===== src/rtl/bcu_pkg.sv =====
// ----------------------------------------------------------------------------
// Binomial coefficient unit package
// Status codes, micro-operation and jump codes, the control word and the
// microcode program for the sequencer and the datapath.
// ----------------------------------------------------------------------------
package bcu_pkg;

    localparam logic [1:0] ST_OK    = 2'd0;
    localparam logic [1:0] ST_NEG   = 2'd1;
    localparam logic [1:0] ST_BIG_K = 2'd2;
    localparam logic [1:0] ST_OVF   = 2'd3;

    localparam int PC_W = 3;

    typedef logic [PC_W-1:0] pc_t;

    typedef enum logic [2:0] {
        OP_ACCEPT,
        OP_CHECK,
        OP_MUL_INIT,
        OP_MUL_STEP,
        OP_DIV_INIT,
        OP_DIV_STEP,
        OP_UPDATE,
        OP_EMIT
    } uop_t;

    typedef enum logic [2:0] {
        COND_NEVER,
        COND_ALWAYS,
        COND_NO_IN,
        COND_BAD,
        COND_FINISH,
        COND_CNT_NZ,
        COND_OUT_BUSY
    } cond_t;

    typedef struct packed {
        uop_t  op;
        cond_t cond;
        pc_t   target;
    } ctrl_word_t;

    typedef struct packed {
        logic in_valid;
        logic bad;
        logic finish;
        logic cnt_nz;
        logic out_busy;
    } dp_flags_t;

    localparam pc_t PC_FETCH    = 3'd0;
    localparam pc_t PC_CHECK    = 3'd1;
    localparam pc_t PC_LOOP     = 3'd2;
    localparam pc_t PC_MUL      = 3'd3;
    localparam pc_t PC_DIV_INIT = 3'd4;
    localparam pc_t PC_DIV      = 3'd5;
    localparam pc_t PC_UPDATE   = 3'd6;
    localparam pc_t PC_EMIT     = 3'd7;

    // A step jumps to its target when its condition holds and otherwise
    // falls through to the next address; the last step wraps to fetch.
    function automatic ctrl_word_t ucode_rom(input pc_t addr);
        ctrl_word_t w;
        unique case (addr)
            PC_FETCH:    w = '{op: OP_ACCEPT,   cond: COND_NO_IN,    target: PC_FETCH};
            PC_CHECK:    w = '{op: OP_CHECK,    cond: COND_BAD,      target: PC_EMIT};
            PC_LOOP:     w = '{op: OP_MUL_INIT, cond: COND_FINISH,   target: PC_EMIT};
            PC_MUL:      w = '{op: OP_MUL_STEP, cond: COND_CNT_NZ,   target: PC_MUL};
            PC_DIV_INIT: w = '{op: OP_DIV_INIT, cond: COND_NEVER,    target: PC_FETCH};
            PC_DIV:      w = '{op: OP_DIV_STEP, cond: COND_CNT_NZ,   target: PC_DIV};
            PC_UPDATE:   w = '{op: OP_UPDATE,   cond: COND_ALWAYS,   target: PC_LOOP};
            PC_EMIT:     w = '{op: OP_EMIT,     cond: COND_OUT_BUSY, target: PC_EMIT};
            default:     w = '{op: OP_ACCEPT,   cond: COND_ALWAYS,   target: PC_FETCH};
        endcase
        return w;
    endfunction

endpackage


===== src/rtl/bcu_if.sv =====
// ----------------------------------------------------------------------------
// Binomial coefficient unit channels
// Valid/ready channels for the argument word and the result word.
// ----------------------------------------------------------------------------
interface bcu_in_if #(
    parameter int ARG_WIDTH = 16
);
    logic                        valid;
    logic                        ready;
    logic signed [ARG_WIDTH-1:0] n_value;
    logic signed [ARG_WIDTH-1:0] k_value;

    modport source (output valid, output n_value, output k_value, input ready);
    modport sink   (input valid, input n_value, input k_value, output ready);
endinterface

interface bcu_out_if #(
    parameter int COUNT_WIDTH = 64
);
    logic                   valid;
    logic                   ready;
    logic [COUNT_WIDTH-1:0] count;
    logic [1:0]             status;

    modport source (output valid, output count, output status, input ready);
    modport sink   (input valid, input count, input status, output ready);
endinterface


===== src/rtl/bcu_sequencer.sv =====
// ----------------------------------------------------------------------------
// Binomial coefficient unit sequencer
// Step counter over the microcode program with conditional jumps.
// ----------------------------------------------------------------------------
module bcu_sequencer (
    input  logic              clk,
    input  logic              rst_n,
    input  bcu_pkg::dp_flags_t flags,
    output bcu_pkg::uop_t      op
);
    import bcu_pkg::*;

    pc_t        pc_reg;
    pc_t        pc_next;
    ctrl_word_t word;
    logic       take;

    always_comb
    begin
        word = ucode_rom(pc_reg);
        unique case (word.cond)
            COND_NEVER:    take = 1'b0;
            COND_ALWAYS:   take = 1'b1;
            COND_NO_IN:    take = !flags.in_valid;
            COND_BAD:      take = flags.bad;
            COND_FINISH:   take = flags.finish;
            COND_CNT_NZ:   take = flags.cnt_nz;
            COND_OUT_BUSY: take = flags.out_busy;
            default:       take = 1'b0;
        endcase
        pc_next = take ? word.target : pc_t'(pc_reg + 1'b1);
        op      = word.op;
    end

    always_ff @(posedge clk or negedge rst_n)
    begin
        if (!rst_n)
        begin
            pc_reg <= PC_FETCH;
        end
        else
        begin
            pc_reg <= pc_next;
        end
    end

endmodule


===== src/rtl/bcu_datapath.sv =====
// ----------------------------------------------------------------------------
// Binomial coefficient unit datapath
// Argument checks, shift-add multiplier, restoring divider and result word
// register, each driven by the current micro-operation.
// ----------------------------------------------------------------------------
module bcu_datapath #(
    parameter int ARG_WIDTH   = 16,
    parameter int COUNT_WIDTH = 64
) (
    input  logic               clk,
    input  logic               rst_n,
    input  bcu_pkg::uop_t      op,
    output bcu_pkg::dp_flags_t flags,
    bcu_in_if.sink             in_ch,
    bcu_out_if.source          out_ch
);
    import bcu_pkg::*;

    localparam int MW    = ARG_WIDTH - 1;
    localparam int PW    = COUNT_WIDTH + MW;
    localparam int CNT_W = $clog2(PW);

    logic [ARG_WIDTH-1:0]   n_reg, n_next;
    logic [ARG_WIDTH-1:0]   k_reg, k_next;
    logic [MW-1:0]          i_reg, i_next;
    logic [MW-1:0]          m_reg, m_next;
    logic [MW-1:0]          rem_reg, rem_next;
    logic [PW-1:0]          prod_reg, prod_next;
    logic [COUNT_WIDTH-1:0] c_reg, c_next;
    logic [CNT_W-1:0]       cnt_reg, cnt_next;
    logic [1:0]             status_reg, status_next;
    logic                   out_valid_reg, out_valid_next;
    logic [COUNT_WIDTH-1:0] count_reg, count_next;
    logic [1:0]             out_status_reg, out_status_next;

    logic                 neg;
    logic                 big_k;
    logic [ARG_WIDTH-1:0] n_minus_k;
    logic [MW-1:0]        divisor;
    logic [MW:0]          shifted;
    logic [MW:0]          diff;
    logic                 ge;
    logic                 out_busy;

    assign neg       = n_reg[ARG_WIDTH-1] | k_reg[ARG_WIDTH-1];
    assign big_k     = k_reg > n_reg;
    assign n_minus_k = n_reg - k_reg;
    assign divisor   = MW'(i_reg + 1'b1);
    assign shifted   = {rem_reg, prod_reg[PW-1]};
    assign diff      = shifted - {1'b0, divisor};
    assign ge        = shifted >= {1'b0, divisor};
    assign out_busy  = out_valid_reg && !out_ch.ready;

    assign flags.in_valid = in_ch.valid;
    assign flags.bad      = neg || big_k;
    assign flags.finish   = (i_reg == k_reg[MW-1:0]) || (status_reg == ST_OVF);
    assign flags.cnt_nz   = cnt_reg != '0;
    assign flags.out_busy = out_busy;

    assign in_ch.ready   = (op == OP_ACCEPT);
    assign out_ch.valid  = out_valid_reg;
    assign out_ch.count  = count_reg;
    assign out_ch.status = out_status_reg;

    always_comb
    begin
        n_next          = n_reg;
        k_next          = k_reg;
        i_next          = i_reg;
        m_next          = m_reg;
        rem_next        = rem_reg;
        prod_next       = prod_reg;
        c_next          = c_reg;
        cnt_next        = cnt_reg;
        status_next     = status_reg;
        count_next      = count_reg;
        out_status_next = out_status_reg;
        out_valid_next  = out_valid_reg && !out_ch.ready;

        unique case (op)
            OP_ACCEPT:
            begin
                n_next = in_ch.n_value;
                k_next = in_ch.k_value;
            end
            OP_CHECK:
            begin
                i_next = '0;
                if (neg)
                begin
                    c_next      = '0;
                    status_next = ST_NEG;
                end
                else if (big_k)
                begin
                    c_next      = '0;
                    status_next = ST_BIG_K;
                end
                else
                begin
                    c_next      = COUNT_WIDTH'(1);
                    status_next = ST_OK;
                    if (k_reg > n_minus_k)
                    begin
                        k_next = n_minus_k;
                    end
                end
            end
            OP_MUL_INIT:
            begin
                prod_next = '0;
                m_next    = MW'(n_reg[MW-1:0] - i_reg);
                cnt_next  = CNT_W'(MW - 1);
            end
            OP_MUL_STEP:
            begin
                prod_next = {prod_reg[PW-2:0], 1'b0}
                          + (m_reg[MW-1] ? PW'(c_reg) : '0);
                m_next    = {m_reg[MW-2:0], 1'b0};
                cnt_next  = CNT_W'(cnt_reg - 1'b1);
            end
            OP_DIV_INIT:
            begin
                rem_next = '0;
                cnt_next = CNT_W'(PW - 1);
            end
            OP_DIV_STEP:
            begin
                rem_next  = ge ? diff[MW-1:0] : shifted[MW-1:0];
                prod_next = {prod_reg[PW-2:0], ge};
                cnt_next  = CNT_W'(cnt_reg - 1'b1);
            end
            OP_UPDATE:
            begin
                if (prod_reg[PW-1:COUNT_WIDTH] != '0)
                begin
                    c_next      = '1;
                    status_next = ST_OVF;
                end
                else
                begin
                    c_next = prod_reg[COUNT_WIDTH-1:0];
                    i_next = MW'(i_reg + 1'b1);
                end
            end
            OP_EMIT:
            begin
                if (!out_busy)
                begin
                    out_valid_next  = 1'b1;
                    count_next      = c_reg;
                    out_status_next = status_reg;
                end
            end
            default:
            begin
                n_next = n_reg;
            end
        endcase
    end

    always_ff @(posedge clk or negedge rst_n)
    begin
        if (!rst_n)
        begin
            out_valid_reg <= 1'b0;
            status_reg    <= ST_OK;
        end
        else
        begin
            out_valid_reg <= out_valid_next;
            status_reg    <= status_next;
        end
    end

    always_ff @(posedge clk)
    begin
        n_reg          <= n_next;
        k_reg          <= k_next;
        i_reg          <= i_next;
        m_reg          <= m_next;
        rem_reg        <= rem_next;
        prod_reg       <= prod_next;
        c_reg          <= c_next;
        cnt_reg        <= cnt_next;
        count_reg      <= count_next;
        out_status_reg <= out_status_next;
    end

`ifndef SYNTHESIS
    a_div_rem_below_divisor: assert property (@(posedge clk) disable iff (!rst_n)
        (op == OP_DIV_STEP) |-> (rem_reg < divisor))
        else $error("divider remainder not below divisor");

    a_reject_count_zero: assert property (@(posedge clk) disable iff (!rst_n)
        (out_valid_reg && (out_status_reg == ST_NEG || out_status_reg == ST_BIG_K))
        |-> (count_reg == '0))
        else $error("rejected arguments carry a nonzero count");

    a_overflow_saturates: assert property (@(posedge clk) disable iff (!rst_n)
        (out_valid_reg && out_status_reg == ST_OVF) |-> (count_reg == '1))
        else $error("overflow result is not saturated");

    a_emit_loads_word: assert property (@(posedge clk) disable iff (!rst_n)
        (op == OP_EMIT && !out_busy) |=> (out_valid_reg && count_reg == $past(c_reg)))
        else $error("result word not loaded at emit");
`endif

endmodule


===== src/rtl/binomial_coefficient_unit.sv =====
// ----------------------------------------------------------------------------
// Binomial coefficient unit
// Returns C(n,k) with a status code for each word of two signed arguments.
// ----------------------------------------------------------------------------
// Arguments arrive on in_ch (n_value, k_value) and one result word leaves on
// out_ch (count, status) for every argument word, in order.
// Status is ok, negative argument, k exceeds n, or overflow; a rejected
// word carries count zero and an overflow carries count all ones.
// The count is built by steps count = count * (n - i) / (i + 1) for i below
// min(k, n - k), stopping early at overflow.
// Each step loads the multiplier, runs the shift-add multiplier and then
// the restoring divider, one bit per cycle, and ends with an update of the
// count; a rejected word goes from the check straight to emit. A word takes
// at most 34 steps at the default widths because larger results overflow.
// One word is in work at a time.
// The result sits in an output register, so a new argument word is taken
// while the previous result still waits; a stalled receiver holds the
// sequencer only when a second result is ready to be written.
// Reset empties the output register and returns the sequencer to fetch.
// ----------------------------------------------------------------------------
module binomial_coefficient_unit #(
    parameter int ARG_WIDTH   = 16,
    parameter int COUNT_WIDTH = 64
) (
    input  logic      clk,
    input  logic      rst_n,
    bcu_in_if.sink    in_ch,
    bcu_out_if.source out_ch
);
    import bcu_pkg::*;

    uop_t      op;
    dp_flags_t flags;

    bcu_sequencer u_sequencer (
        .clk   (clk),
        .rst_n (rst_n),
        .flags (flags),
        .op    (op)
    );

    bcu_datapath #(
        .ARG_WIDTH   (ARG_WIDTH),
        .COUNT_WIDTH (COUNT_WIDTH)
    ) u_datapath (
        .clk    (clk),
        .rst_n  (rst_n),
        .op     (op),
        .flags  (flags),
        .in_ch  (in_ch),
        .out_ch (out_ch)
    );

endmodule


===== src/flat_wrapper.sv =====
// flat-port wrapper written by rule: the top's interface ports become plain ports
module binomial_coefficient_unit_flat import bcu_pkg::*;
#(
    parameter int ARG_WIDTH   = 16,
    parameter int COUNT_WIDTH = 64
)
  (clk, rst_n, in_ch_valid, in_ch_n_value, in_ch_k_value, in_ch_ready, out_ch_valid, out_ch_count, out_ch_status, out_ch_ready);
  bcu_in_if #(.ARG_WIDTH(ARG_WIDTH)) in_ch_i ();
  bcu_out_if #(.COUNT_WIDTH(COUNT_WIDTH)) out_ch_i ();
  input  logic clk;
  input  logic rst_n;
  input wire logic [$bits(in_ch_i.valid)-1:0] in_ch_valid;
  input wire logic [$bits(in_ch_i.n_value)-1:0] in_ch_n_value;
  input wire logic [$bits(in_ch_i.k_value)-1:0] in_ch_k_value;
  output wire logic [$bits(in_ch_i.ready)-1:0] in_ch_ready;
  output wire logic [$bits(out_ch_i.valid)-1:0] out_ch_valid;
  output wire logic [$bits(out_ch_i.count)-1:0] out_ch_count;
  output wire logic [$bits(out_ch_i.status)-1:0] out_ch_status;
  input wire logic [$bits(out_ch_i.ready)-1:0] out_ch_ready;
  assign in_ch_i.valid = in_ch_valid;
  assign in_ch_i.n_value = in_ch_n_value;
  assign in_ch_i.k_value = in_ch_k_value;
  assign in_ch_ready = in_ch_i.ready;
  assign out_ch_valid = out_ch_i.valid;
  assign out_ch_count = out_ch_i.count;
  assign out_ch_status = out_ch_i.status;
  assign out_ch_i.ready = out_ch_ready;
  binomial_coefficient_unit #(.ARG_WIDTH(ARG_WIDTH), .COUNT_WIDTH(COUNT_WIDTH)) u_core (.clk(clk), .rst_n(rst_n), .in_ch(in_ch_i), .out_ch(out_ch_i));
endmodule

===== config.mk =====
export PLATFORM = sky130hd
export DESIGN_NAME = binomial_coefficient_unit_flat
export DESIGN_NICKNAME = d
export VERILOG_FILES = /design/src/rtl/bcu_pkg.sv /design/src/rtl/bcu_if.sv /design/src/rtl/bcu_sequencer.sv /design/src/rtl/bcu_datapath.sv /design/src/rtl/binomial_coefficient_unit.sv /design/src/flat_wrapper.sv
export SDC_FILE = /design/constraint.sdc
export NUM_CORES = 1
export LEC_CHECK = 0
export BUFFER_PORTS_ARGS = -buffer_cell sky130_fd_sc_hd__clkbuf_2
export CORE_UTILIZATION = 41
export CTS_BUF_LIST = sky130_fd_sc_hd__clkbuf_8
export DETAILED_ROUTE_END_ITERATION = 10
export HOLD_SLACK_MARGIN = 0.15
export PLACE_DENSITY = 0.67
export SLEW_MARGIN = 10
export SYNTH_ARGS = -nofsm -noshare
export SYNTH_HDL_FRONTEND = slang
export SYNTH_SLANG_ARGS = --single-unit

===== constraint.sdc =====
create_clock -name clk -period 4.5 [get_ports clk]
set_clock_uncertainty 0.05 [all_clocks]
set_input_delay 0.225 -clock clk [delete_from_list [all_inputs] [get_ports clk]]
set_output_delay 0.225 -clock clk [all_outputs]
set_load 0.05 [all_outputs]

## Yosys cells after proc, flatten, opt, wreduce, memory -nomap -nowiden

Memories as Yosys holds them, arrays and structs flattened.
Cells that the tools add are included.
W data, S select, Z words.

| storage, ports and cells | value |
|---|---|
| bits in registers | 299 |
| ROM bits | 72 |
| word-level logic and storage cells | 88 |
| memories | 1 |
| bits of input ports | 36 |

| cells by class | value |
|---|---|
| bitwise logic cells | 2 |
| reductions and logical operators | 19 |
| eq/ne operators | 20 |
| $add $sub $neg | 7 |
| multiplexer cells | 23 |
| magnitude comparators | 3 |

Memories:

| name | words | bits a word | read ports | clocked after memory_dff | write ports | line | source |
|---|---|---|---|---|---|---|---|
| (no name shown) | 8 | 9 | 1 | 0 | 0 | bcu_pkg.sv:65 | `unique case (addr)` |

Operators with widths:

| operator | number |
|---|---|
| $pmux W79 S3 | 1 |
| $mux W64 | 2 |
| $pmux W64 S2 | 1 |
| $pmux W15 S2 | 3 |
| $add A79 B64 Y79 | 1 |
| $mux W16 | 3 |
| $gt A16 B16 Y1 | 2 |
| $pmux W16 S2 | 1 |
| $mux W15 | 2 |
| $sub A15 B15 Y15 | 2 |
| $eq A3 B3 Y1 const B | 7 |
| $pmux W7 S3 | 1 |
| $ge A16 B15 Y1 | 1 |
| $sub A16 B16 Y16 | 1 |
| $add A15 B1 Y15 const B | 1 |
| $eq A15 B15 Y1 | 1 |
| $reduce_bool A15 Y1 | 1 |
| $eq A3 B2 Y1 const B | 4 |
| $ne A2 B2 Y1 const B | 5 |
| $reduce_bool A2 Y1 | 4 |
| $reduce_bool A7 Y1 | 1 |
| $sub A7 B1 Y7 const B | 1 |
| $eq A3 B1 Y1 const B | 2 |
| $mux W2 | 3 |
| other kinds (16) | 23 |

## Depth between registers and ports, before layout

Gate-level depths: netlist of run 1.

| logic depth | value |
|---|---|
| depth after elaboration | 6 |
| depth in mapped cells | 21 |

## Cells and area by module

Synthesis of run 1 repeated with hierarchy kept, for this count alone.

| unflattened totals | value |
|---|---|
| cells, all modules | 1920 |
| area total of the unflattened synthesis | 18992.0 um2 |

By module, submodules not included:

| module | area each (um2) | instances | cells each |
|---|---|---|---|
| bcu_datapath | 18651.6 | 1 | 1886 |
| bcu_sequencer | 340.3 | 1 | 34 |

## Worst setup path after synthesis of run 1

Ideal clock, no wire load.

| timing | value |
|---|---|
| kind | register to register |
| start point | register u_core.u_datapath.k_reg[1] |
| end point | register u_core.u_datapath.k_reg[0] (enable) |
| library setup time | 0.393 ns |
| path slack | 0.017 ns |
| cell stages (with the launch flop) | 22 |
| arrival | 4.040 ns |
| path buffers | 0 |
| cells stage by stage | edfxtp_1 > inv_1 > ha_1 > nor2b_1 > o21ai_0 > a21oi_1 > o21ai_0 > a21oi_1 > o311ai_0 > nand2_1 > a31o_2 > ha_1 > a21o_1 > a21oi_1 > nor2b_1 > o21ai_0 > nand2b_1 > a21oi_1 > o21ai_0 > a211o_1 > o211ai_1 > o2bb2ai_1 |

| between the ends | value |
|---|---|
| longest elaborated chain between the ends | 4 |
| elaborated cells on any way between the ends | 6 |
| those cells by class | add/sub (1); order compare (2); eq/ne (2); reduce/logical (1) |

RTL lines:

| element | line | source |
|---|---|---|
| from (decl) | bcu_datapath.sv:24 | `logic [ARG_WIDTH-1:0] k_reg, k_next;` |
| from (signal assigned) | bcu_datapath.sv:179 | `k_reg <= k_next;` |
| $sub A16 B16 Y16 | bcu_datapath.sv:47 | `assign n_minus_k = n_reg - k_reg;` |
| $gt A16 B16 Y1 | bcu_datapath.sv:103 | `if (k_reg > n_minus_k)` |
| $ne A2 B2 Y1 (no source line) | - |  |
| $reduce_and A4 Y1 (no source line) (*) | - |  |

Every way passes the cells marked *; elsewhere a longest branch is shown, timed or not.
A chain may end at the register's enable or synchronous reset.

## Worst setup path after layout of run 1

| timing | value |
|---|---|
| start point | register u_core.u_datapath.n_reg[1] |
| end point | register u_core.u_datapath.k_reg[4] (enable) |

| between the ends | value |
|---|---|
| longest elaborated chain between the ends | 4 |
| elaborated cells on any way between the ends | 6 |
| those cells by class | add/sub (1); order compare (2); eq/ne (2); reduce/logical (1) |

RTL lines:

| element | line | source |
|---|---|---|
| from (decl) | bcu_datapath.sv:23 | `logic [ARG_WIDTH-1:0] n_reg, n_next;` |
| from (signal assigned) | bcu_datapath.sv:178 | `n_reg <= n_next;` |
| $sub A16 B16 Y16 | bcu_datapath.sv:47 |  |
| $gt A16 B16 Y1 | bcu_datapath.sv:103 |  |
| $ne A2 B2 Y1 (no source line) | - |  |
| $reduce_and A4 Y1 (no source line) (*) | - |  |

Marks and branches as above.

==> implementation parameters, run 1 <==
Parameter                              Value

Outcome
  Outcome ... finished, final reports clean

Place
  Pre-CTS worst setup slack ... -0.02492 ns
  Area after detailed placement ... 0.01988 mm²
  Final GP Congestion ... 0.9376
  IO buf count ... 103
  Detailed Place HPWL ... 30,780 µm

STA
  Crit path setup slack, layout ... 0.2981 ns
  Worst-case headroom to the max-slew limit ... 25.79%
  Total of endpoints with negative setup slack in the final report ... 0
  Ratio of final minimum period to clock period ... 93.38%
  Number of pins with negative max-slew slack in the final report ... 0
  Unrepaired setup endpoints after global routing ... no
  Number of hold violations in the final report ... 0
  Final critical delay including setup and external delays ... 4.202 ns
  Actual transition at the worst max-transition pin ... 1.113 ns
  Fmax ... 0.2380 GHz

Yosys
  Cell count after synthesis ... 1,881
  Share of flip-flops with an asynchronous set or reset after synthesis ... 2.007%
  Post-synth net total ... 2,055
  Top flip-flop cell by instance count after synthesis ... edfxtp_1
  Number of unique standard cell types used by synthesis ... 78
  Count of flip-flops with a built-in enable after synthesis ... 293
  Post-synthesis sequential area ratio ... 47.87%
  Average cell area after synthesis ... 9.937 µm²
  YS warnings ... 0
  Number of register bits inferred by synthesis ... 299
  Post-synth design cell area ... 0.01869 mm²

Detailed routing
  Routed Wire Length ... 43,450 µm
  Length of the first detailed-routing pass in iterations ... 7
  DR WL/cell ... 16.39 µm
  Post-route DRC ... 0
  Starting DRT DRC Count ... 889
  Via density per instance ... 5.398
  ANT nets after route ... 0
  Vias after detailed routing ... 14,310

Floorplanning
  Core Region ... 0.04461 mm²
  Height of the die ... 215.5 µm
  Initial core utilization ... 41.90%
  Count of pins on the block boundary ... 104
  DIE AREA ... 0.04645 mm²
  Row count ... 77
  Die width ... 215.5 µm

Global routing
  Global-route wire length before repair ... 71,230 µm
  Total track usage ... 18.63%
  Initial antenna violation count ... 0
  Largest net degree at the start of global routing ... 83
  Vias in the first global route ... 14,220
  Total global routing overflow ... 0

Final layout
  Number of flip-flops in the largest register ... 79
  Fraction of final layout cells sized beyond drive strength 1 ... 12.04%
  Final Util ... 47.95%
  Relative area change from synthesis to final layout ... 14.43%
  Diodes inserted ... 0
  Number of nets in the finished design ... 2,189
  Filler cells ... 4,115
  Cell area after layout ... 0.02139 mm²

Hold path
  Hold path cells ... 2
  Path type of the worst min-delay path ... input port to register

Setup path
  Worst Path Arrival ... 4.53 ns
  Cell count of the worst reg-to-reg path ... 21
  Crit path launch type ... register
  Max Fanout on Critical Path ... 16
  Critical path start-end classification ... register to register
  Nature of the critical path endpoint ... register
  Critical Path RT ... 4.83 ns
  Register-to-register setup slack ... 0.30 ns

Pwr
  Pwr per Cell Area ... 267.4 mW/mm²
  Switching part of the total ... 21.34%
  Worst ir drop on vdd ... 209.4 µV
  Cell Int Power ... 0.004499 W
  Clk pwr share ... 46.5%
  Leakage power of the design ... 8.392 nW
  Switching power ... 0.001220 W
  Logic pwr share ... 0.8%
  Part of the total power dissipated in sequential elements ... 52.7%

Job
  Max-cap viol count ... 0

Clocking
  CTS tree ... built
  Maximum clock insertion buffer count ... 3
  Clock latency of the later-clocked register in the worst-skew pair ... 0.65 ns
  H-tree lvl count ... 2
  Clock tree root driver cell ... clkbuf_8
  Clock buffers created by TritonCTS ... 52
  Clock transition at the registers of the reported paths ... 0.06 ns
  Sinks on the clock net ... 299
-- metal layers --
metal / vias up / wire length (µm) / global-route usage (%)
li1: 7092 / - / -
met1: 6814 / 19630 / 24.27
met2: 346 / 21040 / 32.10
met3: 57 / 2056 / 2.833
met4: 0 / 730 / 5.130
met5: - / 0 / 0
-- synthesized netlist by cell type (17+ instances only) --
cell type	instances	area [µm²]
nand4_1	34	212.7
ha_1	134	1677
nand3_1	39	195.2
a21oi_1	121	605.6
o21a_1	20	150.1
nor2_1	235	882.1
nor2b_1	17	106.4
a21o_1	51	382.9
nor3_1	21	105.1
nand2_1	188	705.7
inv_1	73	274.0
edfxtp_1	293	8798
clkbuf_1	73	274.0
xnor2_1	69	604.3
o21bai_1	18	135.1
o21ai_0	137	685.7
and2_1	71	444.2
a31oi_1	23	143.9
xor2_1	61	534.3
-- final timing paths --
kind                                                           endpoint                                       from
max in group asynchronous      u_core.u_datapath.out_ch.valid$_DFF_PN0_                                      rst_n
min reg2reg                u_core.u_datapath.out_ch.count[24]$_DFFE_PP_  u_core.u_datapath.c_reg[24]$_SDFFCE_PN0P_
min                               u_core.u_datapath.n_reg[13]$_DFFE_PP_                          in_ch_n_value[13]
max reg2reg                        u_core.u_datapath.k_reg[4]$_DFFE_PP_       u_core.u_datapath.n_reg[1]$_DFFE_PP_
max                                u_core.u_datapath.k_reg[4]$_DFFE_PP_       u_core.u_datapath.n_reg[1]$_DFFE_PP_
min in group asynchronous      u_core.u_sequencer.pc_reg[1]$_DFFE_PN0P_                                      rst_n
-- worst max-delay path, stage by stage, from the launching register on --
cell,delay (ns)
edfxtp_1,0.42
ha_1,0.31
nor2b_1,0.14
o21ai_2,0.13
a21oi_1,0.12
o21ai_2,0.17
a21oi_2,0.11
o311ai_2,0.34
nand2_1,0.09
a31o_2,0.25
ha_1,0.31
a21o_1,0.17
a21oi_1,0.14
nor2b_1,0.05
o21ai_0,0.14
nand2b_1,0.08
a21oi_1,0.14
o21ai_0,0.13
a211o_1,0.29
o211ai_1,0.12
o2bb2ai_2,0.12
buf_12,0.16
-- layout make-up --
cell class	count	area, µm²	share of cell area, %
Inverter	74	277.8	1.299
Clock buffer	56	770.7	3.603
Multi-Input combinational cell	1423	9204	43.03
Timing Repair Buffer	165	1119	5.230
Clock inverter	42	329.1	1.538
Tap cell	592	740.7	3.463
Sequential cell	299	8949	41.84
-- stage by stage --
| stage | cells | setup TNS (ns) | total power (W) | hold slack (ns) |
|---|---|---|---|---|
| global placement | 2516 | 0 | 0.003096 | 0.03457 |
| global route | 2651 | 0 | 0.005900 | 0.2363 |
| floorplan | 1881 | 0 | 0.003078 | -0.1206 |
| finish | 2651 | 0 | 0.005720 | 0.2650 |
| CTS | 2649 | 0 | 0.005785 | 0.2102 |
| detailed placement | 2516 | -0.3856 | 0.003096 | 0.03964 |
-- power by group through the flow --
stage	sequential (W)	clock, W	combinational, W
2_1_floorplan	0.00307	0	0.00000488
3_3_place_gp	0.00307	0	0.0000224
3_5_place_dp	0.00307	0	0.0000228
4_1_cts	0.00301	0.00272	0.0000472
5_1_grt	0.00301	0.00283	0.0000517
6_report	0.00301	0.00266	0.0000472
-- cell usage in the layout, fill, tap and decap left out, drive strengths merged, types with 18 or more instances in the layout --
master,instances
ha,134
xor2,61
and2,71
o21ai,146
inv,88
a21o,51
a21oi,123
nand4,34
nor3,21
xnor2,69
clkbuf,159
clkinv,23
nand2,189
o21bai,18
o21a,20
dlygate4sd3,35
nor2,236
buf,27
a31oi,23
edfxtp,293
nand3,39
-- repair_timing --
item                                   in CTS  in global routing
hold buffers                               35                  0
endpoints found under the hold margin      39                  0
pin swaps                                   0                  1
setup endpoints to repair                  16                 28
buffers inserted                            0                  2
gates resized for setup                     1                 10
-- kinds of logic (layout without fill, tap and decap cells) --
logic type | after synthesis | in the layout | share of synthesized area (%)
simple gates | 674 | 674 | 16.77
compound gates | 470 | 470 | 16.02
flops | 299 | 299 | 47.87
buf+inv | 159 | 337 | 3.253
fa+ha+maj | 138 | 138 | 9.398
xor+xnor | 130 | 130 | 6.091
mux | 11 | 11 | 0.5958
Note: power is estimated with default switching activity, not from simulation.
==> run 2: changes to the inputs <==
Settings changed: CORE_ASPECT_RATIO from default to 1.1, REMOVE_ABC_BUFFERS from default to 1.
==> run 2 against run 1 <==
Net effect: total power is 2.8% lower; register-to-register slack hardly changed; via count down 0.14%; highest routed layer unchanged.
==> implementation parameters, run 2 (same netlist as run 1, synthesis figures left out) <==
Parameter                              Value

Floorplanning
  Die width ... 205.6 µm (-4.6%)
  Core Region ... 0.04469 mm² (+0.20%)
  Initial core utilization ... 41.82% (-0.082 points)
  Row count ... 81 (+5.2%)
  DIE AREA ... 0.04645 mm² (about the same)
  Count of pins on the block boundary ... 104 (unchanged)
  Height of the die ... 225.9 µm (+4.8%)

STA
  Fmax ... 0.2385 GHz (+0.21%)
  Worst-case headroom to the max-slew limit ... 33.39% (+7.6 points)
  Hold slack ... 0.2458 ns (-0.01918 ns)
  Number of pins with negative max-slew slack in the final report ... 0 (unchanged)
  Ratio of final minimum period to clock period ... 93.18% (-0.20 points)
  Unrepaired setup endpoints after global routing ... no
  Number of hold violations in the final report ... 0 (unchanged)
  Final critical delay including setup and external delays ... 4.193 ns (-0.008821 ns)
  Actual transition at the worst max-transition pin ... 0.9886 ns (-0.1244 ns)
  Total of endpoints with negative setup slack in the final report ... 0 (unchanged)

Setup path
  Register-to-register setup slack ... 0.31 ns (about the same)
  Longest individual stage delay on the worst path ... 0.39 ns (-0.03 ns)
  Critical Path RT ... 4.80 ns (-0.03 ns)
  Worst Path Arrival ... 4.50 ns (-0.03 ns)
  Crit path launch type ... register
  Max Fanout on Critical Path ... 25 (+9)
  Crit-path cells ... inv_1, nor3_1, and3_1, nand3_1, nor3_1, xnor2_1, ha_1, a21o_1, a21o_1, a221o_1, o21ai_1, a21oi_1, a2111oi_4, buf_4, nor2_1, a21oi_1, nor2_1
  Critical path start-end classification ... register to register
  Master of the slowest instance on the critical path ... edfxtp_1
  Nature of the critical path endpoint ... register

Detailed routing
  Post-route DRC ... 0 (unchanged)
  Starting DRT DRC Count ... 712 (-20%)
  Routed Wire Length ... 44,440 µm (+2.3%)
  Via density per instance ... 5.408 (+0.20%)
  ANT nets after route ... 0 (unchanged)
  DR WL/cell ... 16.82 µm (+2.6%)
  Vias after detailed routing ... 14,290 (-0.14%)
  Length of the first detailed-routing pass in iterations ... 5 (-2)

Clocking
  Clock transition at the registers of the reported paths ... 0.06 ns (about the same)
  CTS tree ... built
  Clock tree root driver cell ... clkbuf_8
  Sinks on the clock net ... 299 (unchanged)
  Clock buffers created by TritonCTS ... 52 (unchanged)
  Clock latency of the later-clocked register in the worst-skew pair ... 0.66 ns (about the same)
  Maximum clock insertion buffer count ... 3 (unchanged)
  H-tree lvl count ... 2 (unchanged)

Pwr
  Worst ir drop on vdd ... 216.5 µV (+3.4%)
  Leakage power of the design ... 8.333 nW (-0.70%)
  Total power draw ... 0.005557 W (-2.8%)
  Pwr per Cell Area ... 261.3 mW/mm² (-2.3%)

Final layout
  Fraction of final layout cells sized beyond drive strength 1 ... 12.08% (+0.037 points)
  Number of nets in the finished design ... 2,194 (+0.23%)
  Most common library cell in the layout ignoring fill and taps ... edfxtp_1
  Relative area change from synthesis to final layout ... 13.78%
  Diodes inserted ... 0 (unchanged)
  Count of non-filler cells in the finished layout ... 2,642 (-0.34%)
  Number of flip-flops in the largest register ... 79 (unchanged)
  Commonest non-fill, non-tap cells in the layout ... edfxtp_1, nor2_1, nand2_1
  Final Util ... 47.59% (-0.37 points)
  Filler cells ... 4,155 (+0.97%)

Global routing
  Vias in the first global route ... 14,210 (-0.049%)
  Total global routing overflow ... 0 (unchanged)
  Total track usage ... 19.25% (+0.61 points)
  Global-route wire length before repair ... 71,740 µm (+0.72%)
  Initial antenna violation count ... 0 (unchanged)
  Largest net degree at the start of global routing ... 83 (unchanged)

Place
  Total placed cells including tap cells ... 2,508 (-0.32%)
  Final GP Congestion ... 0.9144 (-2.5%)
  IO buf count ... 103 (unchanged)
  Detailed Place HPWL ... 31,450 µm (+2.2%)

Outcome
  Outcome ... finished, final reports clean

Job
  Max-cap viol count ... 0 (unchanged)

Hold path
  Path type of the worst min-delay path ... input port to register
run 2: cell count changes in the layout (fill, tap and decap cells not counted), moves of 2 or more:
cell,delta
buf_4,+8
buf_12,-4
clkbuf_8,-4
clkinvlp_4,+4
inv_1,-3
bufinv_16,-2
clkinv_1,+2
o21ai_1,+2
run 2: through the flow:
step	worst slack [ns]	TNS (ns)	area (µm²)
finish	0.3069	0	21270
global route	0.009413	0	21270
CTS	0.03412	0	21200
detailed placement	0.003201	0	19840
global placement	0.06277	0	19840
floorplan	-0.08673	-2.965	18360
run 2: cell type report:
cell class                      count  area, µm²  share of cell area [%]
Tap cell                          581      726.9                   3.418
Clock buffer                       52      715.7                   3.365
Clock inverter                     43      292.8                   1.377
Multi-Input combinational cell   1423       9196                   43.24
Timing Repair Buffer              170       1110                   5.218
Sequential cell                   299       8949                   42.08
Inverter                           74      277.8                   1.306
run 2: where the power goes:
| part | internal [W] | switching (W) | leakage [nW] |
|---|---|---|---|
| clock network | 0.00127 | 0.00122 | 0.547 |
| logic | 0.0000330 | 0.0000174 | 5.35 |
| registers | 0.00301 | 0 | 2.44 |
| total | 0.00432 | 0.00124 | 8.33 |
run 2: what timing repair did:
item / 4_1_cts / 5_1_grt
hold endpoints to repair: 39 / 0
cloned: 0 / 0
buffers inserted: 0 / 4
endpoints found under the setup margin: 15 / 17
hold buffers: 35 / 0
gates resized for setup: 1 / 10
pin swaps: 0 / 2
run 2: worst paths after layout:
check | start | to | cells past startpoint
max | u_core.u_datapath.i_reg[3]$_SDFFCE_PN0P_ | u_core.u_datapath.rem_reg[4]$_SDFFCE_PN0P_ | 17
min | in_ch_valid | u_core.u_sequencer.pc_reg[0]$_DFFE_PN0P_ | 7
max reg2reg | u_core.u_datapath.i_reg[3]$_SDFFCE_PN0P_ | u_core.u_datapath.rem_reg[4]$_SDFFCE_PN0P_ | 17
min reg2reg | u_core.u_datapath.c_reg[52]$_SDFFCE_PN0P_ | u_core.u_datapath.out_ch.count[52]$_DFFE_PP_ | 0
max in group asynchronous | rst_n | u_core.u_sequencer.pc_reg[0]$_DFFE_PN0P_ | 3
min in group asynchronous | rst_n | u_core.u_datapath.status_reg[1]$_DFFE_PN0P_ | 3
run 2: per-layer routing:
| metal | vias up | GRT usage [%] | wire [µm] |
|---|---|---|---|
| li1 | 7101 | - | - |
| met1 | 6781 | 23.80 | 19260 |
| met2 | 329 | 33.84 | 22080 |
| met3 | 78 | 2.453 | 1758 |
| met4 | 0 | 7.479 | 1337 |
| met5 | - | 0 | 0 |
run 2: critical path: cells and delay by family (launching register included):
kind / cells / cell delay (ns)
compound gates: 7 / 1.30
simple gates: 6 / 1.16
buf+inv: 2 / 0.44
flops: 1 / 0.39
fa+ha+maj: 1 / 0.36
xor+xnor: 1 / 0.22
==> run 3: changes to the inputs <==
Settings changed: CTS_BUF_LIST sky130_fd_sc_hd__clkbuf_8 to sky130_fd_sc_hd__clkbuf_4.
==> run 3 against run 2 <==
Net effect: hold slack worse by 0.0036 ns; global-route usage grew 0.41 points; flip-flop and latch count stayed put; critical endpoint is now u_core.u_datapath.k_reg[11]$_DFFE_PP_; largest cell class unchanged.
==> implementation parameters, run 3 (same netlist as run 1, synthesis figures left out) <==
Parameter                              Value

Outcome
  Outcome ... finished, final reports clean

Setup path
  Cell count of the worst reg-to-reg path ... 22 (+5)
  Longest individual stage delay on the worst path ... 0.40 ns (about the same)
  End of the worst register-to-register path ... u_core.u_datapath.k_reg[11]$_DFFE_PP_
  Critical path start-end classification ... register to register
  Master of the slowest instance on the critical path ... edfxtp_1
  Critical path buffer and inverter count ... 2 (unchanged)
  Critical Path RT ... 4.96 ns (+0.16 ns)
  Largest delay contributor family on the critical path ... compound AO/OA/AOI/OAI gates
  Crit path launch type ... register
  Worst Path Arrival ... 4.71 ns (+0.21 ns)
  Nature of the critical path endpoint ... register
  Crit-path cells ... inv_1, ha_1, fa_1, nor2b_1, o21ai_1, a21oi_2, o21a_1, o311ai_2, nand2_1, nor2_1, xor2_1, ha_1, a21oi_1, nor2b_1, o21ai_0, nand2b_1, a21oi_1, o21ai_1, a211o_1, o211ai_1, o2bb2ai_1, buf_6
  Max Fanout on Critical Path ... 15 (-40%)
  Register-to-register setup slack ... 0.25 ns (-0.06 ns)
  Reg-to-Reg Start ... u_core.u_datapath.n_reg[0]$_DFFE_PP_

Pwr
  Pwr per Cell Area ... 253.5 mW/mm² (-3.0%)
  Leakage power of the design ... 8.430 nW (+1.2%)
  Worst ir drop on vdd ... 151.7 µV (-30%)
  Total power draw ... 0.005425 W (-2.4%)

Final layout
  Most common library cell in the layout ignoring fill and taps ... edfxtp_1
  Relative area change from synthesis to final layout ... 14.48%
  Cell area after layout ... 0.02140 mm² (+0.61%)
  Number of nets in the finished design ... 2,240 (+2.1%)
  Fraction of final layout cells sized beyond drive strength 1 ... 14.27% (+2.2 points)
  Commonest non-fill, non-tap cells in the layout ... edfxtp_1, nor2_1, nand2_1
  Filler cells ... 4,146 (-0.22%)
  Number of flip-flops in the largest register ... 79 (unchanged)

STA
  Number of hold violations in the final report ... 0 (unchanged)
  Number of pins with negative max-slew slack in the final report ... 0 (unchanged)
  Worst-case headroom to the max-slew limit ... 32.69% (-0.70 points)
  Ratio of final minimum period to clock period ... 94.49% (+1.3 points)
  Final critical delay including setup and external delays ... 4.252 ns (+0.05882 ns)
  Fmax ... 0.2352 GHz (-1.4%)
  Actual transition at the worst max-transition pin ... 0.9991 ns (+0.01042 ns)
  Total of endpoints with negative setup slack in the final report ... 0 (unchanged)

Detailed routing
  ANT nets after route ... 0 (unchanged)
  Via density per instance ... 5.395 (-0.25%)
  Vias after detailed routing ... 14,560 (+1.9%)
  Starting DRT DRC Count ... 761 (+6.9%)
  DR WL/cell ... 16.63 µm (-1.1%)
  Routed Wire Length ... 44,880 µm (+0.99%)
  Post-route DRC ... 0 (unchanged)
  Length of the first detailed-routing pass in iterations ... 5 (unchanged)

Global routing
  Vias in the first global route ... 14,610 (+2.8%)
  Initial antenna violation count ... 1 (+1)
  Global-route wire length before repair ... 72,700 µm (+1.3%)
  Largest net degree at the start of global routing ... 83 (unchanged)
  Total global routing overflow ... 0 (unchanged)
  Total track usage ... 19.66% (+0.41 points)

Hold path
  Startpoint of the lowest-slack hold path ... in_ch_k_value[5]
  Hold path cells ... 4 (-3)
  Hold worst-path end ... u_core.u_datapath.k_reg[5]$_DFFE_PP_
  Path type of the worst min-delay path ... input port to register

Floorplanning
  DIE AREA ... 0.04645 mm² (unchanged)
  Die width ... 205.6 µm (unchanged)
  Row count ... 81 (unchanged)
  Height of the die ... 225.9 µm (unchanged)
  Initial core utilization ... 41.82% (unchanged)
  Core Region ... 0.04469 mm² (unchanged)
  Count of pins on the block boundary ... 104 (unchanged)

Place
  IO buf count ... 103 (unchanged)
  Final GP Congestion ... 0.9144 (unchanged)
  Area after detailed placement ... 0.01984 mm² (unchanged)
  Detailed Place HPWL ... 31,450 µm (unchanged)

Job
  Max-cap viol count ... 0 (unchanged)

Clocking
  Clock latency of the later-clocked register in the worst-skew pair ... 0.81 ns (+0.15 ns)
  Maximum clock insertion buffer count ... 3 (unchanged)
  Clock tree root driver cell ... clkbuf_4
  Sinks on the clock net ... 299 (unchanged)
  Clock transition at the registers of the reported paths ... 0.06 ns (about the same)
  H-tree lvl count ... 3 (+1)
  Clock buffers created by TritonCTS ... 80 (+54%)
  CTS tree ... built
## run 3: repair_timing
item,CTS,global route
pin swaps,0,4
hold buffers,53,0
setup endpoints to repair,15,16
endpoints found under the hold margin,41,0
resized for setup,1,10
setup buffers,0,4
## run 3: area by class of cell
type,instances,area (µm²),share of cell area [%]
antenna,1,2.502,0.01169
clock buffer,119,893.4,4.175
clock inverter,14,65.06,0.3041
inverter,74,277.8,1.298
multi-input combinational,1423,9194,42.97
sequential,299,8949,41.82
tap,581,726.9,3.397
timing repair buffer,188,1290,6.029
## run 3: per-stage QoR
step           hold WS, ns  util [%]  std cells  setup slack, ns  setup TNS [ns]
2_1_floorplan      -0.1206         -       1796         -0.08673          -2.965
3_3_place_gp       0.02632     44.39       2508          0.06277               0
3_5_place_dp       0.03181     44.39       2508         0.003201               0
4_1_cts             0.1505     47.72       2694          0.05940               0
5_1_grt             0.2009     47.88       2699         -0.06956         -0.8774
6_report            0.2423     47.88       2699           0.2481               0
## run 3: per-layer routing
layer / vias to the layer above / track usage (%) / routed length (µm)
li1: 7235 / - / -
met1: 6908 / 23.65 / 19130
met2: 333 / 34.37 / 22470
met3: 85 / 3.579 / 2034
met4: 0 / 7.981 / 1249
met5: - / 0 / 0
## run 3: report_power, final
group | leakage [nW] | switching [W] | internal, W
sequential | 2.44 | 0 | 0.00301
clock | 0.573 | 0.00115 | 0.00120
combinational | 5.42 | 0.0000209 | 0.0000433
## run 3: worst reg2reg max path, stage by stage (launching register included)
cell,delay [ns]
edfxtp_1,0.40
inv_1,0.10
ha_1,0.20
fa_1,0.24
nor2b_1,0.07
o21ai_1,0.21
a21oi_2,0.10
o21a_1,0.23
o311ai_2,0.29
nand2_1,0.08
nor2_1,0.13
xor2_1,0.26
ha_1,0.30
a21oi_1,0.13
nor2b_1,0.05
o21ai_0,0.14
nand2b_1,0.07
a21oi_1,0.14
o21ai_1,0.11
a211o_1,0.30
o211ai_1,0.10
o2bb2ai_1,0.13
buf_6,0.19
## run 3: worst max path at each step
stage,endpoint,from,depth (start not counted),slack (ns)
final,u_core.u_datapath.k_reg[11]$_DFFE_PP_,u_core.u_datapath.n_reg[0]$_DFFE_PP_,22,0.25
after floorplan,u_core.u_datapath.status_reg[0]$_DFFE_PN0P_,u_core.u_sequencer.pc_reg[0]$_DFFE_PN0P_,6,-0.09
after global routing,u_core.u_datapath.k_reg[3]$_DFFE_PP_,u_core.u_datapath.n_reg[0]$_DFFE_PP_,22,-0.07
after global placement,u_core.u_datapath.k_reg[6]$_DFFE_PP_,u_core.u_datapath.n_reg[1]$_DFFE_PP_,21,0.06
after detailed placement,u_core.u_datapath.k_reg[0]$_DFFE_PP_,u_core.u_datapath.n_reg[1]$_DFFE_PP_,21,0.003
after CTS,u_core.u_datapath.k_reg[11]$_DFFE_PP_,u_core.u_datapath.k_reg[0]$_DFFE_PP_,18,0.06
